File: src/design/trd_pkg.sv
// ----------------------------------------------------------------------------
// trd_pkg: shared types for the TGA RLE pixel decoder
// Configuration bundle and the pixel token passed from front to back.
// ----------------------------------------------------------------------------
package trd_pkg;

  localparam int unsigned BppW   = 3;
  localparam int unsigned WidthW = 16;
  localparam int unsigned CountW = 8;
  localparam int unsigned PixW   = 32;
  localparam int unsigned CfgIdxW = 2;
  localparam int unsigned CfgDataW = 16;

  localparam logic [CfgIdxW-1:0] CFG_BPP   = 2'd0;
  localparam logic [CfgIdxW-1:0] CFG_RLE   = 2'd1;
  localparam logic [CfgIdxW-1:0] CFG_WIDTH = 2'd2;

  localparam logic [BppW-1:0]   BPP_RESET   = 3'd3;
  localparam logic              RLE_RESET   = 1'b1;
  localparam logic [WidthW-1:0] WIDTH_RESET = 16'd256;

  localparam logic [7:0] HDR_COUNT_MASK = 8'h7f;

  // What kind of pixel a token carries.
  typedef enum logic [1:0] {
    KIND_PLAIN = 2'd0,  // no packet structure
    KIND_RUN   = 2'd1,  // run packet pixel
    KIND_RAW   = 2'd2   // raw packet pixel
  } pix_kind_e;

  typedef struct packed {
    logic [BppW-1:0]   bpp;
    logic              rle;
    logic [WidthW-1:0] line_width;
  } cfg_t;

  typedef struct packed {
    logic [PixW-1:0]   value;
    pix_kind_e         kind;
    logic [CountW-1:0] count;  // run length for a run pixel
    logic              last;   // last pixel of a raw packet
  } pix_tok_t;

endpackage

File: src/design/trd_front.sv
// ----------------------------------------------------------------------------
// trd_front: packet parser and pixel assembler
// Consumes one byte per word, tracks packet headers and pixel bytes, and
// emits one token per completed pixel.
// ----------------------------------------------------------------------------
module trd_front import trd_pkg::*; (
  input  logic     clk_i,
  input  logic     rst_ni,
  input  cfg_t     cfg_i,
  input  logic     fire_i,
  input  logic [7:0] byte_i,
  output logic     push_o,
  output pix_tok_t tok_o
);

  logic              expect_q, expect_d;
  logic              run_q, run_d;
  logic [7:0]        rem_q, rem_d;
  logic [1:0]        bip_q, bip_d;
  logic [23:0]       asm_q, asm_d;

  logic [BppW-1:0]   bpp_eff;
  logic [1:0]        bpp_m1;
  logic [PixW-1:0]   mask;
  logic [PixW-1:0]   value;
  logic [7:0]        rem_eff;
  logic [7:0]        rem_after;

  always_comb begin
    if (cfg_i.bpp == 3'd0) begin
      bpp_eff = 3'd1;
    end else if (cfg_i.bpp > 3'd4) begin
      bpp_eff = 3'd4;
    end else begin
      bpp_eff = cfg_i.bpp;
    end
  end

  assign bpp_m1 = 2'(bpp_eff - 3'd1);

  always_comb begin
    case (bpp_m1)
      2'd0:    mask = 32'h0000_00ff;
      2'd1:    mask = 32'h0000_ffff;
      2'd2:    mask = 32'h00ff_ffff;
      default: mask = 32'hffff_ffff;
    endcase
  end

  assign value     = ({8'd0, asm_q} | ({24'd0, byte_i} << {bpp_m1, 3'b000})) & mask;
  assign rem_eff   = (rem_q == 8'd0) ? 8'd1 : rem_q;
  assign rem_after = rem_eff - 8'd1;

  always_comb begin
    expect_d    = expect_q;
    run_d       = run_q;
    rem_d       = rem_q;
    bip_d       = bip_q;
    asm_d       = asm_q;
    push_o      = 1'b0;
    tok_o.value = value;
    tok_o.kind  = KIND_PLAIN;
    tok_o.count = rem_eff;
    tok_o.last  = (rem_after == 8'd0);
    if (fire_i) begin
      if (cfg_i.rle && expect_q) begin
        rem_d    = (byte_i & HDR_COUNT_MASK) + 8'd1;
        run_d    = byte_i[7];
        expect_d = 1'b0;
        bip_d    = 2'd0;
        asm_d    = 24'd0;
      end else if (({1'b0, bip_q} + 3'd1) < bpp_eff) begin
        asm_d = asm_q | ({16'd0, byte_i} << {bip_q, 3'b000});
        bip_d = bip_q + 2'd1;
      end else begin
        bip_d  = 2'd0;
        asm_d  = 24'd0;
        push_o = 1'b1;
        if (!cfg_i.rle) begin
          tok_o.kind = KIND_PLAIN;
        end else if (run_q) begin
          tok_o.kind = KIND_RUN;
          rem_d      = 8'd0;
          expect_d   = 1'b1;
        end else begin
          tok_o.kind = KIND_RAW;
          rem_d      = rem_after;
          if (rem_after == 8'd0) begin
            expect_d = 1'b1;
          end
        end
      end
    end
  end

  always_ff @(posedge clk_i or negedge rst_ni) begin
    if (!rst_ni) begin
      expect_q <= 1'b1;
      run_q    <= 1'b0;
      rem_q    <= 8'd0;
      bip_q    <= 2'd0;
      asm_q    <= 24'd0;
    end else begin
      expect_q <= expect_d;
      run_q    <= run_d;
      rem_q    <= rem_d;
      bip_q    <= bip_d;
      asm_q    <= asm_d;
    end
  end

endmodule

File: src/design/trd_fifo.sv
// ----------------------------------------------------------------------------
// trd_fifo: small token queue between parser and line counter
// Register-based circular buffer with a fill count.
// ----------------------------------------------------------------------------
module trd_fifo import trd_pkg::*; #(
  parameter int unsigned Depth = 2
) (
  input  logic     clk_i,
  input  logic     rst_ni,
  input  logic     push_i,
  input  pix_tok_t wdata_i,
  input  logic     pop_i,
  output pix_tok_t rdata_o,
  output logic     full_o,
  output logic     empty_o
);

  localparam int unsigned PtrW = (Depth > 1) ? $clog2(Depth) : 1;
  localparam int unsigned CntW = $clog2(Depth + 1);

  pix_tok_t            mem_q [Depth];
  logic [PtrW-1:0]     wr_q, wr_d;
  logic [PtrW-1:0]     rd_q, rd_d;
  logic [CntW-1:0]     cnt_q, cnt_d;

  assign full_o  = (cnt_q == CntW'(Depth));
  assign empty_o = (cnt_q == '0);
  assign rdata_o = mem_q[rd_q];

  always_comb begin
    wr_d  = wr_q;
    rd_d  = rd_q;
    cnt_d = cnt_q;
    if (push_i) begin
      wr_d = (wr_q == PtrW'(Depth - 1)) ? '0 : wr_q + 1'b1;
    end
    if (pop_i) begin
      rd_d = (rd_q == PtrW'(Depth - 1)) ? '0 : rd_q + 1'b1;
    end
    if (push_i && !pop_i) begin
      cnt_d = cnt_q + 1'b1;
    end else if (!push_i && pop_i) begin
      cnt_d = cnt_q - 1'b1;
    end
  end

  always_ff @(posedge clk_i) begin
    if (push_i) begin
      mem_q[wr_q] <= wdata_i;
    end
  end

  always_ff @(posedge clk_i or negedge rst_ni) begin
    if (!rst_ni) begin
      wr_q  <= '0;
      rd_q  <= '0;
      cnt_q <= '0;
    end else begin
      wr_q  <= wr_d;
      rd_q  <= rd_d;
      cnt_q <= cnt_d;
    end
  end

endmodule

File: src/design/trd_back.sv
// ----------------------------------------------------------------------------
// trd_back: scan-line counter and output register
// Clips each pixel token against the line end and drives the result word.
// ----------------------------------------------------------------------------
module trd_back import trd_pkg::*; (
  input  logic              clk_i,
  input  logic              rst_ni,
  input  logic [WidthW-1:0] line_width_i,
  input  logic              tok_valid_i,
  input  pix_tok_t          tok_i,
  output logic              pop_o,
  output logic              out_valid_o,
  input  logic              out_ready_i,
  output logic [PixW-1:0]   out_value_o,
  output logic [CountW-1:0] out_count_o,
  output logic              out_lend_o,
  output logic              out_ovr_o
);

  logic [WidthW-1:0] pil_q, pil_d;
  logic              ov_q, ov_d;
  logic [PixW-1:0]   val_q;
  logic [CountW-1:0] cnt_q, cnt_d;
  logic              lend_q, lend_d;
  logic              ovr_q, ovr_d;

  logic [WidthW-1:0] w;
  logic              past_end;
  logic [WidthW-1:0] p;
  logic [WidthW:0]   p_inc;
  logic [WidthW-1:0] avail;
  logic              run_ovr;
  logic [CountW-1:0] run_cnt;
  logic [WidthW:0]   run_sum;
  logic              emit;

  assign w        = (line_width_i == '0) ? WidthW'(1) : line_width_i;
  assign past_end = (pil_q >= w);
  assign p        = past_end ? '0 : pil_q;
  assign p_inc    = {1'b0, p} + (WidthW + 1)'(1);
  assign avail    = w - p;
  assign run_ovr  = {{(WidthW - CountW){1'b0}}, tok_i.count} > avail;
  assign run_cnt  = run_ovr ? avail[CountW-1:0] : tok_i.count;
  assign run_sum  = {1'b0, p} + {{(WidthW + 1 - CountW){1'b0}}, run_cnt};

  // The output register can take a new word when empty or when drained now.
  assign pop_o = tok_valid_i && (!ov_q || out_ready_i);

  always_comb begin
    pil_d  = pil_q;
    cnt_d  = 8'd1;
    lend_d = 1'b0;
    ovr_d  = 1'b0;
    emit   = 1'b1;
    case (tok_i.kind)
      KIND_RUN: begin
        cnt_d  = run_cnt;
        lend_d = (run_sum == {1'b0, w});
        ovr_d  = run_ovr;
        pil_d  = lend_d ? '0 : run_sum[WidthW-1:0];
      end
      KIND_RAW: begin
        if (past_end) begin
          // Pixels past a clipped line end are swallowed until the packet ends.
          emit = 1'b0;
          if (tok_i.last) begin
            pil_d = '0;
          end
        end else begin
          lend_d = (p_inc == {1'b0, w});
          ovr_d  = lend_d && !tok_i.last;
          pil_d  = (lend_d && tok_i.last) ? '0 : p_inc[WidthW-1:0];
        end
      end
      default: begin
        lend_d = (p_inc == {1'b0, w});
        pil_d  = lend_d ? '0 : p_inc[WidthW-1:0];
      end
    endcase
  end

  always_comb begin
    ov_d = ov_q;
    if (out_ready_i) begin
      ov_d = 1'b0;
    end
    if (pop_o) begin
      ov_d = emit;
    end
  end

  always_ff @(posedge clk_i or negedge rst_ni) begin
    if (!rst_ni) begin
      pil_q <= '0;
      ov_q  <= 1'b0;
    end else begin
      ov_q <= ov_d;
      if (pop_o) begin
        pil_q <= pil_d;
      end
    end
  end

  always_ff @(posedge clk_i) begin
    if (pop_o && emit) begin
      val_q  <= tok_i.value;
      cnt_q  <= cnt_d;
      lend_q <= lend_d;
      ovr_q  <= ovr_d;
    end
  end

  assign out_valid_o = ov_q;
  assign out_value_o = val_q;
  assign out_count_o = cnt_q;
  assign out_lend_o  = lend_q;
  assign out_ovr_o   = ovr_q;

endmodule

File: src/design/tga_rle_pixel_decoder.sv
// ----------------------------------------------------------------------------
// tga_rle_pixel_decoder: Targa image-data RLE decoder
// Turns the image-data byte stream into pixel values with repeat counts.
// ----------------------------------------------------------------------------
// Usage:
//   The slave channel takes one byte of image data per word (packet headers
//   and pixel bytes alike). The master channel gives one word per decoded
//   pixel or run: value, repeat count and overrun flag in tdata, and the
//   scan-line end on tlast.
//   Configuration (pixel size, RLE on/off, line width) is written through the
//   cfg port; the user must keep the stream idle while writing it, which the block does not enforce.
//   Throughput is one byte per cycle while the token queue is not full. After
//   the byte that completes its pixel, a result word is registered first in
//   the token queue, then in the line counter's output register.
//   When the receiver stalls, the output register holds its word and the
//   token queue fills; tready drops once the queue is full, and bytes that
//   only carry headers or partial pixels wait with it.
//   Reset clears the parser to expect a header, empties the queue, restarts
//   the line count and loads the default configuration (3 bytes per pixel,
//   RLE on, 256 pixels per line).
// ----------------------------------------------------------------------------
module tga_rle_pixel_decoder import trd_pkg::*; #(
  parameter int unsigned QueueDepth = 2
) (
  input  logic                clk_i,
  input  logic                rst_ni,
  input  logic                s_axis_tvalid,
  output logic                s_axis_tready,
  input  logic [7:0]          s_axis_tdata,   // [7:0] data_byte
  output logic                m_axis_tvalid,
  input  logic                m_axis_tready,
  output logic [47:0]         m_axis_tdata,   // [31:0] pixel_value, [39:32] repeat_count,
                                              // [40] overrun, [47:41] zero
  output logic                m_axis_tlast,   // line_end
  input  logic                cfg_we_i,
  input  logic [CfgIdxW-1:0]  cfg_idx_i,
  input  logic [CfgDataW-1:0] cfg_data_i
);

  cfg_t              cfg_q;
  logic              fire;
  logic              push;
  pix_tok_t          tok_in;
  pix_tok_t          tok_out;
  logic              full;
  logic              empty;
  logic              pop;
  logic [PixW-1:0]   out_value;
  logic [CountW-1:0] out_count;
  logic              out_ovr;

  always_ff @(posedge clk_i or negedge rst_ni) begin
    if (!rst_ni) begin
      cfg_q.bpp        <= BPP_RESET;
      cfg_q.rle        <= RLE_RESET;
      cfg_q.line_width <= WIDTH_RESET;
    end else if (cfg_we_i) begin
      case (cfg_idx_i)
        CFG_BPP:   cfg_q.bpp        <= cfg_data_i[BppW-1:0];
        CFG_RLE:   cfg_q.rle        <= cfg_data_i[0];
        CFG_WIDTH: cfg_q.line_width <= cfg_data_i[WidthW-1:0];
        default:   ;
      endcase
    end
  end

  assign s_axis_tready = !full;
  assign fire          = s_axis_tvalid && s_axis_tready;

  trd_front u_front (
    .clk_i  (clk_i),
    .rst_ni (rst_ni),
    .cfg_i  (cfg_q),
    .fire_i (fire),
    .byte_i (s_axis_tdata),
    .push_o (push),
    .tok_o  (tok_in)
  );

  trd_fifo #(
    .Depth (QueueDepth)
  ) u_fifo (
    .clk_i   (clk_i),
    .rst_ni  (rst_ni),
    .push_i  (push),
    .wdata_i (tok_in),
    .pop_i   (pop),
    .rdata_o (tok_out),
    .full_o  (full),
    .empty_o (empty)
  );

  trd_back u_back (
    .clk_i        (clk_i),
    .rst_ni       (rst_ni),
    .line_width_i (cfg_q.line_width),
    .tok_valid_i  (!empty),
    .tok_i        (tok_out),
    .pop_o        (pop),
    .out_valid_o  (m_axis_tvalid),
    .out_ready_i  (m_axis_tready),
    .out_value_o  (out_value),
    .out_count_o  (out_count),
    .out_lend_o   (m_axis_tlast),
    .out_ovr_o    (out_ovr)
  );

  assign m_axis_tdata = {7'd0, out_ovr, out_count, out_value};

endmodule

File: config.mk
export PLATFORM = sky130hd
export DESIGN_NAME = tga_rle_pixel_decoder
export DESIGN_NICKNAME = d
export VERILOG_FILES = /design/src/design/trd_pkg.sv /design/src/design/trd_front.sv /design/src/design/trd_fifo.sv /design/src/design/trd_back.sv /design/src/design/tga_rle_pixel_decoder.sv
export SDC_FILE = /design/constraint.sdc
export NUM_CORES = 1
export LEC_CHECK = 0
export ABC_AREA = 1
export BUFFER_PORTS_ARGS = -buffer_cell sky130_fd_sc_hd__clkbuf_2
export CORE_UTILIZATION = 62
export DETAILED_ROUTE_END_ITERATION = 10
export GPL_TIMING_DRIVEN = 0
export PLACE_DENSITY = 0.89
export REMOVE_ABC_BUFFERS = 1
export SYNTH_ARGS = -nofsm -noshare
export SYNTH_HDL_FRONTEND = slang
export SYNTH_SLANG_ARGS = --single-unit
File: constraint.sdc
create_clock -name clk_i -period 7.6 [get_ports clk_i]
set_clock_uncertainty 0.15 [all_clocks]
set_input_delay 1.52 -clock clk_i [delete_from_list [all_inputs] [get_ports clk_i]]
set_output_delay 1.52 -clock clk_i [all_outputs]
set_load 0.05 [all_outputs]
# Word level (Yosys, flattened, before mapping)
# Memory sizes are Yosys's and may differ from the RTL's.
# Cells that the tools add are included.
[classes] addsub=12 magnitude_cmp=4 n_eq_ne=11 shifts=2 mux=48 bitwise_logic=3 n_reduce_logical=33
[op_table] operator="16-bit 2-to-1 mux" count=7
[op_table] operator="32-bit case mux with 3 select lines" count=1
[op_table] operator="24-bit 2-to-1 mux" count=2
[op_table] operator="8-bit 2-to-1 mux" count=6
[op_table] operator="17-bit by 16-bit equality test with 1-bit output" count=2
[op_table] operator="32-bit bitwise AND" count=1
[op_table] operator="24-bit by 32-bit bitwise OR with 32-bit output" count=1
[op_table] operator="16-bit case mux with 2 select lines" count=1
[op_table] operator="8-bit by 5-bit << shifter with 32-bit output" count=1
[op_table] operator="24-bit bitwise OR" count=1
[op_table] operator="8-bit by 5-bit << shifter with 24-bit output" count=1
[op_table] operator="1-bit 2-to-1 mux" count=18
[op_table] operator="2-bit 2-to-1 mux" count=9
[op_table] operator="16-bit by 1-bit adder with 17-bit output, second input constant" count=1
[op_table] operator="16-bit by 8-bit adder with 17-bit output" count=1
[op_table] operator="16-bit greater-or-equal comparator" count=1
[op_table] operator="8-bit by 16-bit greater-than comparator with 1-bit output" count=1
[op_table] operator="16-bit zero test" count=1
[op_table] operator="8-bit zero test" count=2
[op_table] operator="16-bit subtractor" count=1
[op_table] operator="2-bit AND reduction" count=5
[op_table] operator="7-bit by 1-bit adder with 8-bit output, second input constant" count=1
[op_table] operator="2-bit equality test, second input constant" count=4
[op_table] operator="1-bit logical AND" count=8
[op_table] operator="20 further kinds" count=36
[totals] reg_bits=119 ram_bits=86 inputBits=31 out_inout_bits=51 wordCells=131 n_memories=1
[memory_table] name="u_fifo.mem_q" words=2 word_bits=43 rd=1 rd_clocked_by_memory_dff=0 wr=1 line="trd_fifo.sv:21" rtl="pix_tok_t mem_q [Depth];"

# Depth between registers and ports, before layout
[depth] depth_word=11 mapped_depth=58

# Modules after synthesis
# Synthesis repeated with hierarchy kept, for this count alone.
[hier_totals] cells_unflattened=1387 area_unflattened_um2=12585.8
[by_module_without_submodules] module="trd_back" n_inst=1 cells_each=804 area_each_um2=5785.5 seq_area_each_um2=1686.6
[by_module_without_submodules] module="trd_fifo" n_inst=1 cells_each=159 area_each_um2=3510.9 seq_area_each_um2=2682.6
[by_module_without_submodules] module="trd_front" n_inst=1 cells_each=319 area_each_um2=2357.3 seq_area_each_um2=902.1
[by_module_without_submodules] module="tga_rle_pixel_decoder" n_inst=1 cells_each=105 area_each_um2=932.1 seq_area_each_um2=505.5

# Least setup slack after synthesis
# OpenSTA, ideal clock, no wires.
[synth_path] path_type="register to register" start="reg cfg_q[8] in the netlist's numbering" end="reg u_back.pil_q[13]" t_arrival_ns=6.617 required_ns=7.330 path_slack_ns=0.713 stages_incl_launch_ff=53 n_path_buf=2 synth_period_minus_slack_ns=6.887 cell_sequence="dfstp_2 > inv_1 > nand4_1 > nor2_1 > nand2_1 > nand2_1 > ha_1 > nand2_1 > nor2_1 > nor2_1 > nand2_1 > nand2_1 > nand2_1 > a21oi_2 > nand2_1 > inv_1 > ha_1 > inv_1 > [17 not listed] > inv_1 > fa_1 > nand3b_1 > nand2_1 > a21oi_1 > o21a_1 > nor2_2 > nand3_1 > xor2_1 > xor2_1 > nand2_1 > nor2_1 > nand2_2 > buf_4 > nand2_1 > nand2_1 > nand2_1 > a21oi_1"
[synth_via] elab_chain_len=11
[synth_rtl] item="start, declared" line="tga_rle_pixel_decoder.sv:40" rtl="cfg_t cfg_q;"
[synth_rtl] item="16-bit zero test" line="trd_back.sv:37" rtl="assign w = (line_width_i == '0) ? WidthW'(1) : line_width_i;"
[synth_rtl] item="16-bit 2-to-1 mux *" line="trd_back.sv:37"
[synth_rtl] item="16-bit greater-or-equal comparator" line="trd_back.sv:38" rtl="assign past_end = (pil_q >= w);"
[synth_rtl] item="16-bit 2-to-1 mux" line="trd_back.sv:39" rtl="assign p = past_end ? '0 : pil_q;"
[synth_rtl] item="16-bit subtractor *" line="trd_back.sv:41" rtl="assign avail = w - p;"
[synth_rtl] item="8-bit by 16-bit greater-than comparator with 1-bit output" line="trd_back.sv:42" rtl="assign run_ovr = {{(WidthW - CountW){1'b0}}, tok_i.count} > avail;"
[synth_rtl] item="8-bit 2-to-1 mux *" line="trd_back.sv:43" rtl="assign run_cnt = run_ovr ? avail[CountW-1:0] : tok_i.count;"
[synth_rtl] item="net u_back.run_cnt[0]" line="trd_back.sv:33" rtl="logic [CountW-1:0] run_cnt;"
[synth_rtl] item="16-bit by 8-bit adder with 17-bit output *" line="trd_back.sv:44" rtl="assign run_sum = {1'b0, p} + {{(WidthW + 1 - CountW){1'b0}}, run_cnt};"
[synth_rtl] item="17-bit by 16-bit equality test with 1-bit output" line="trd_back.sv:58" rtl="lend_d = (run_sum == {1'b0, w});"
[synth_rtl] item="16-bit 2-to-1 mux *" line="trd_back.sv:60" rtl="pil_d = lend_d ? '0 : run_sum[WidthW-1:0];"
[synth_rtl] item="16-bit case mux with 2 select lines *" line="trd_back.sv:55" rtl="case (tok_i.kind)"
[synth_rtl] item="end signal, assigned" line="trd_back.sv:99" rtl="pil_q <= pil_d;"
[synth_rtl] item="end, declared" line="trd_back.sv:20" rtl="logic [WidthW-1:0] pil_q, pil_d;"
# The timed path passes the listed nets; every way through them passes the cells marked *.
# A chain may end at the register's enable or synchronous reset.

# Worst setup path after layout
[layout_path] start="reg cfg_q[10] in the netlist's numbering" end="reg u_back.pil_q[4]"
[layout_via] elab_chain_len=11
[layout_rtl] item="16-bit zero test" line="trd_back.sv:37"
[layout_rtl] item="16-bit 2-to-1 mux *" line="trd_back.sv:37"
[layout_rtl] item="16-bit greater-or-equal comparator" line="trd_back.sv:38"
[layout_rtl] item="16-bit 2-to-1 mux" line="trd_back.sv:39"
[layout_rtl] item="16-bit subtractor *" line="trd_back.sv:41"
[layout_rtl] item="8-bit by 16-bit greater-than comparator with 1-bit output" line="trd_back.sv:42"
[layout_rtl] item="8-bit 2-to-1 mux *" line="trd_back.sv:43"
[layout_rtl] item="net u_back.run_cnt[5]" line="trd_back.sv:33"
[layout_rtl] item="16-bit by 8-bit adder with 17-bit output *" line="trd_back.sv:44"
[layout_rtl] item="17-bit by 16-bit equality test with 1-bit output *" line="trd_back.sv:58"
[layout_rtl] item="16-bit 2-to-1 mux *" line="trd_back.sv:60"
[layout_rtl] item="16-bit case mux with 2 select lines *" line="trd_back.sv:55"
# Marked as above.

==> metrics.yaml <==
synth_area_leaders: "edfxtp_1 31%, dfrtp_1 15%, nand2_1 9.8%"
dr.pass1.iters: 6
drt-initial-drc-count: 1425
yosys_warnings: 0
path_delay_family: "simple AND/OR/NAND/NOR gates"
core-area_um2: 19500
grt_first_pass_wirelength_um: 52200
timing.hold.ws_ps: 332
violations: "negative setup slack"
setup_ws_ps: -525
synthTopCellsByCount: "320 x nand2_1, 201 x inv_1, 164 x nor2_1"
area_growth_pct: 18.8
die_area_um2: 20400
fin_area_um2: 14600
cp_slowest_cell: "dfrtp_2"
hpwlAfterDp_um: 22200
finalSetupViolCount: 17
async_flop_share_pct: 37.6
path_buf_inv: 7
synth_xor_area_share_pct: 2.93
n_fill_cell: 1240
drv_slew: 0
synth_top_area_share_pct: 31.3
diodes: 0
numPortBuffers: 74
path_class: "reg2reg"
synthMuxAreaShare_pct: 3.11
tightest_slew_ps: 1310
ios: 82
vias: 11200
ys_seq_elements: 205
synth_top_family_by_area: "simple AND/OR/NAND/NOR gates"
relSlewSlack_pct: 12.4
grt_overflow: 0
place_area_um2: 12900
synth_fa_ha_area_share_pct: 6.34
max_freq_mhz: 123
synth_area_um2: 12300
cpMostUsedCell: "nand2_1"
min_path_type: "reg2reg"
track_usage_pct: 33.2
initial_core_util_pct: 63.1
viasPerCell: 6.13
totalWireLength_um: 36100
finalCritPeriodShare_pct: 107
synth.largest_area_cell: "edfxtp_1"
path_max_fanout: 14
drive_above_1_share_pct: 23.6
hold_viol_final: 0
met2_length_um: 16600
drc: 0
final_nets: 1644
max_stage_delay_ps: 410
clkTransAtPathRegs_ps: 60
placementRows: 51
cts.sinks: 205
antenna_found_initial: 0
cts_buffers: 22
met1Wirelength_um: 13500
drv_cap: 0
synth_compound_area_share_pct: 9.14
yosysMostFrequentCell: "nand2_1"
cts_tree: "yes"
worstSetupStartpointType: "flop"
cp.required_ps: 7840
drtAntennaViolNets: 0
grt_pass1_vias: 10300
top_layer: "met4"
worstPathArrival_ps: 8360
ctsHoldBuffers: 0
finalCriticalPeriod_ps: 8120
clock-root-buffer: "clkbuf_16"
synth.distinct_cells: 55
rsz0062_at_grt: "true"
grt_start_max_net_pins: 52
ctsLongestPathBuffers: 3
syn_inst: 1453
synth_enable_flop_cells: 128
avgSynthCellArea_um2: 8.45
dr_wl_met3_um: 3760
ys_seq_area_share_pct: 47.1
clk_latency_ps: 520
cp-end-kind: "flop"
status: "complete, but fails checks"
die_w_um: 143
cts.htree.levels: 1
wl_per_cell_um: 19.7
die_y_um: 143
synth-simple-area-share_pct: 22.6
gp_congestion: 0.970
synthFlopType: "edfxtp_1"
repair_timing:
item	4_1_cts	5_1_grt
gates resized for setup	71	91
setup endpoints to repair	17	17
buffers inserted	20	30
pin swaps	10	54
gates cloned	2	0
path summary, 6_finish.rpt:
path / depth (start not counted) / start / slack, ps / endpoint
min: 2 / u_front.expect_q$_DFFE_PN1P_ / 330 / u_front.expect_q$_DFFE_PN1P_
max: 52 / cfg_q[10]$_DFFE_PN0P_ / -520 / u_back.pil_q[4]$_DFFE_PN0P_
max in group asynchronous: 2 / rst_ni / 5800 / u_front.expect_q$_DFFE_PN1P_
min in group asynchronous: 1 / rst_ni / 830 / cfg_q[5]$_DFFE_PN0P_
max reg2reg: 52 / cfg_q[10]$_DFFE_PN0P_ / -520 / u_back.pil_q[4]$_DFFE_PN0P_
min reg2reg: 2 / u_front.expect_q$_DFFE_PN1P_ / 330 / u_front.expect_q$_DFFE_PN1P_
cell families after synthesis:
family          count (synthesis)
compound gates                205
xor+xnor                       41
fa+ha+maj                      61
buf+inv                       272
flops                         205
mux                            34
other cells                     1
simple gates                  634
layout by cell type (no fill, tap or decap), types with 7 or more instances in the layout:
cell type,instances
clkbuf_16,23
ha_1,46
nand4_1,29
clkbuf_2,73
nand3_1,67
edfxtp_1,128
dfrtp_1,61
mux2_2,33
buf_4,47
clkinv_2,8
a21oi_2,14
nor2_4,13
o21ai_2,7
a21oi_1,104
o21ai_0,35
conb_1,7
inv_2,16
inv_1,184
nor2_2,11
ha_4,11
xnor2_1,11
nand2_2,31
nand2_1,291
nor3_1,11
dfrtp_2,11
nor2_1,150
o21bai_1,9
xor2_1,24
tightest hold or removal path, cell delays in order, from the launching register on:
cell and delay (ps):
dfstp_2 370, inv_1 50, a21oi_1 60
per-layer routing:
layer / vias up / track usage, %
li1: 4948 / -
met1: 5202 / 43.0
met2: 853 / 55.2
met3: 225 / 5.30
met4: 0 / 14.9
met5: - / 0
per-stage QoR:
stage          instances  setup TNS (ps)  setup WS (ps)  utilization [%]
2_1_floorplan       1396               0            597                -
3_3_place_gp        1735          -18740          -1150             65.2
3_5_place_dp        1741          -22580          -1380             66.1
6_report            1833           -8110           -525             74.9
5_1_grt             1833          -16350          -1020             74.9
4_1_cts             1803               0          0.722             71.9
state kept, by name, summed over array words and instances, names as in the netlist:
name	flops
u_fifo.wr_q	1
u_fifo.cnt_q	2
u_fifo.mem_q	86
u_back.out_lend_o	1
cfg_q	20
u_back.out_ovr_o	1
u_front.run_q	1
u_back.pil_q	16
u_front.bip_q	2
u_fifo.rd_q	1
u_back.out_valid_o	1
u_front.asm_q	24
u_back.out_count_o	8
u_back.out_value_o	32
u_front.expect_q	1
u_front.rem_q	8
final cells by class:
cell class / instances / area (µm²) / area share (%)
inverters: 209 / 792 / 5.43
repair buffers: 130 / 890 / 6.10
clock inverters: 16 / 174 / 1.19
multi-input cells: 984 / 6030 / 41.3
flip-flops and latches: 205 / 5790 / 39.7
clock buffers: 24 / 579 / 3.97
well taps: 265 / 332 / 2.27
Power is not shown: default switching activity piles up to over one toggle a cycle in this logic, so the estimate is an artifact.
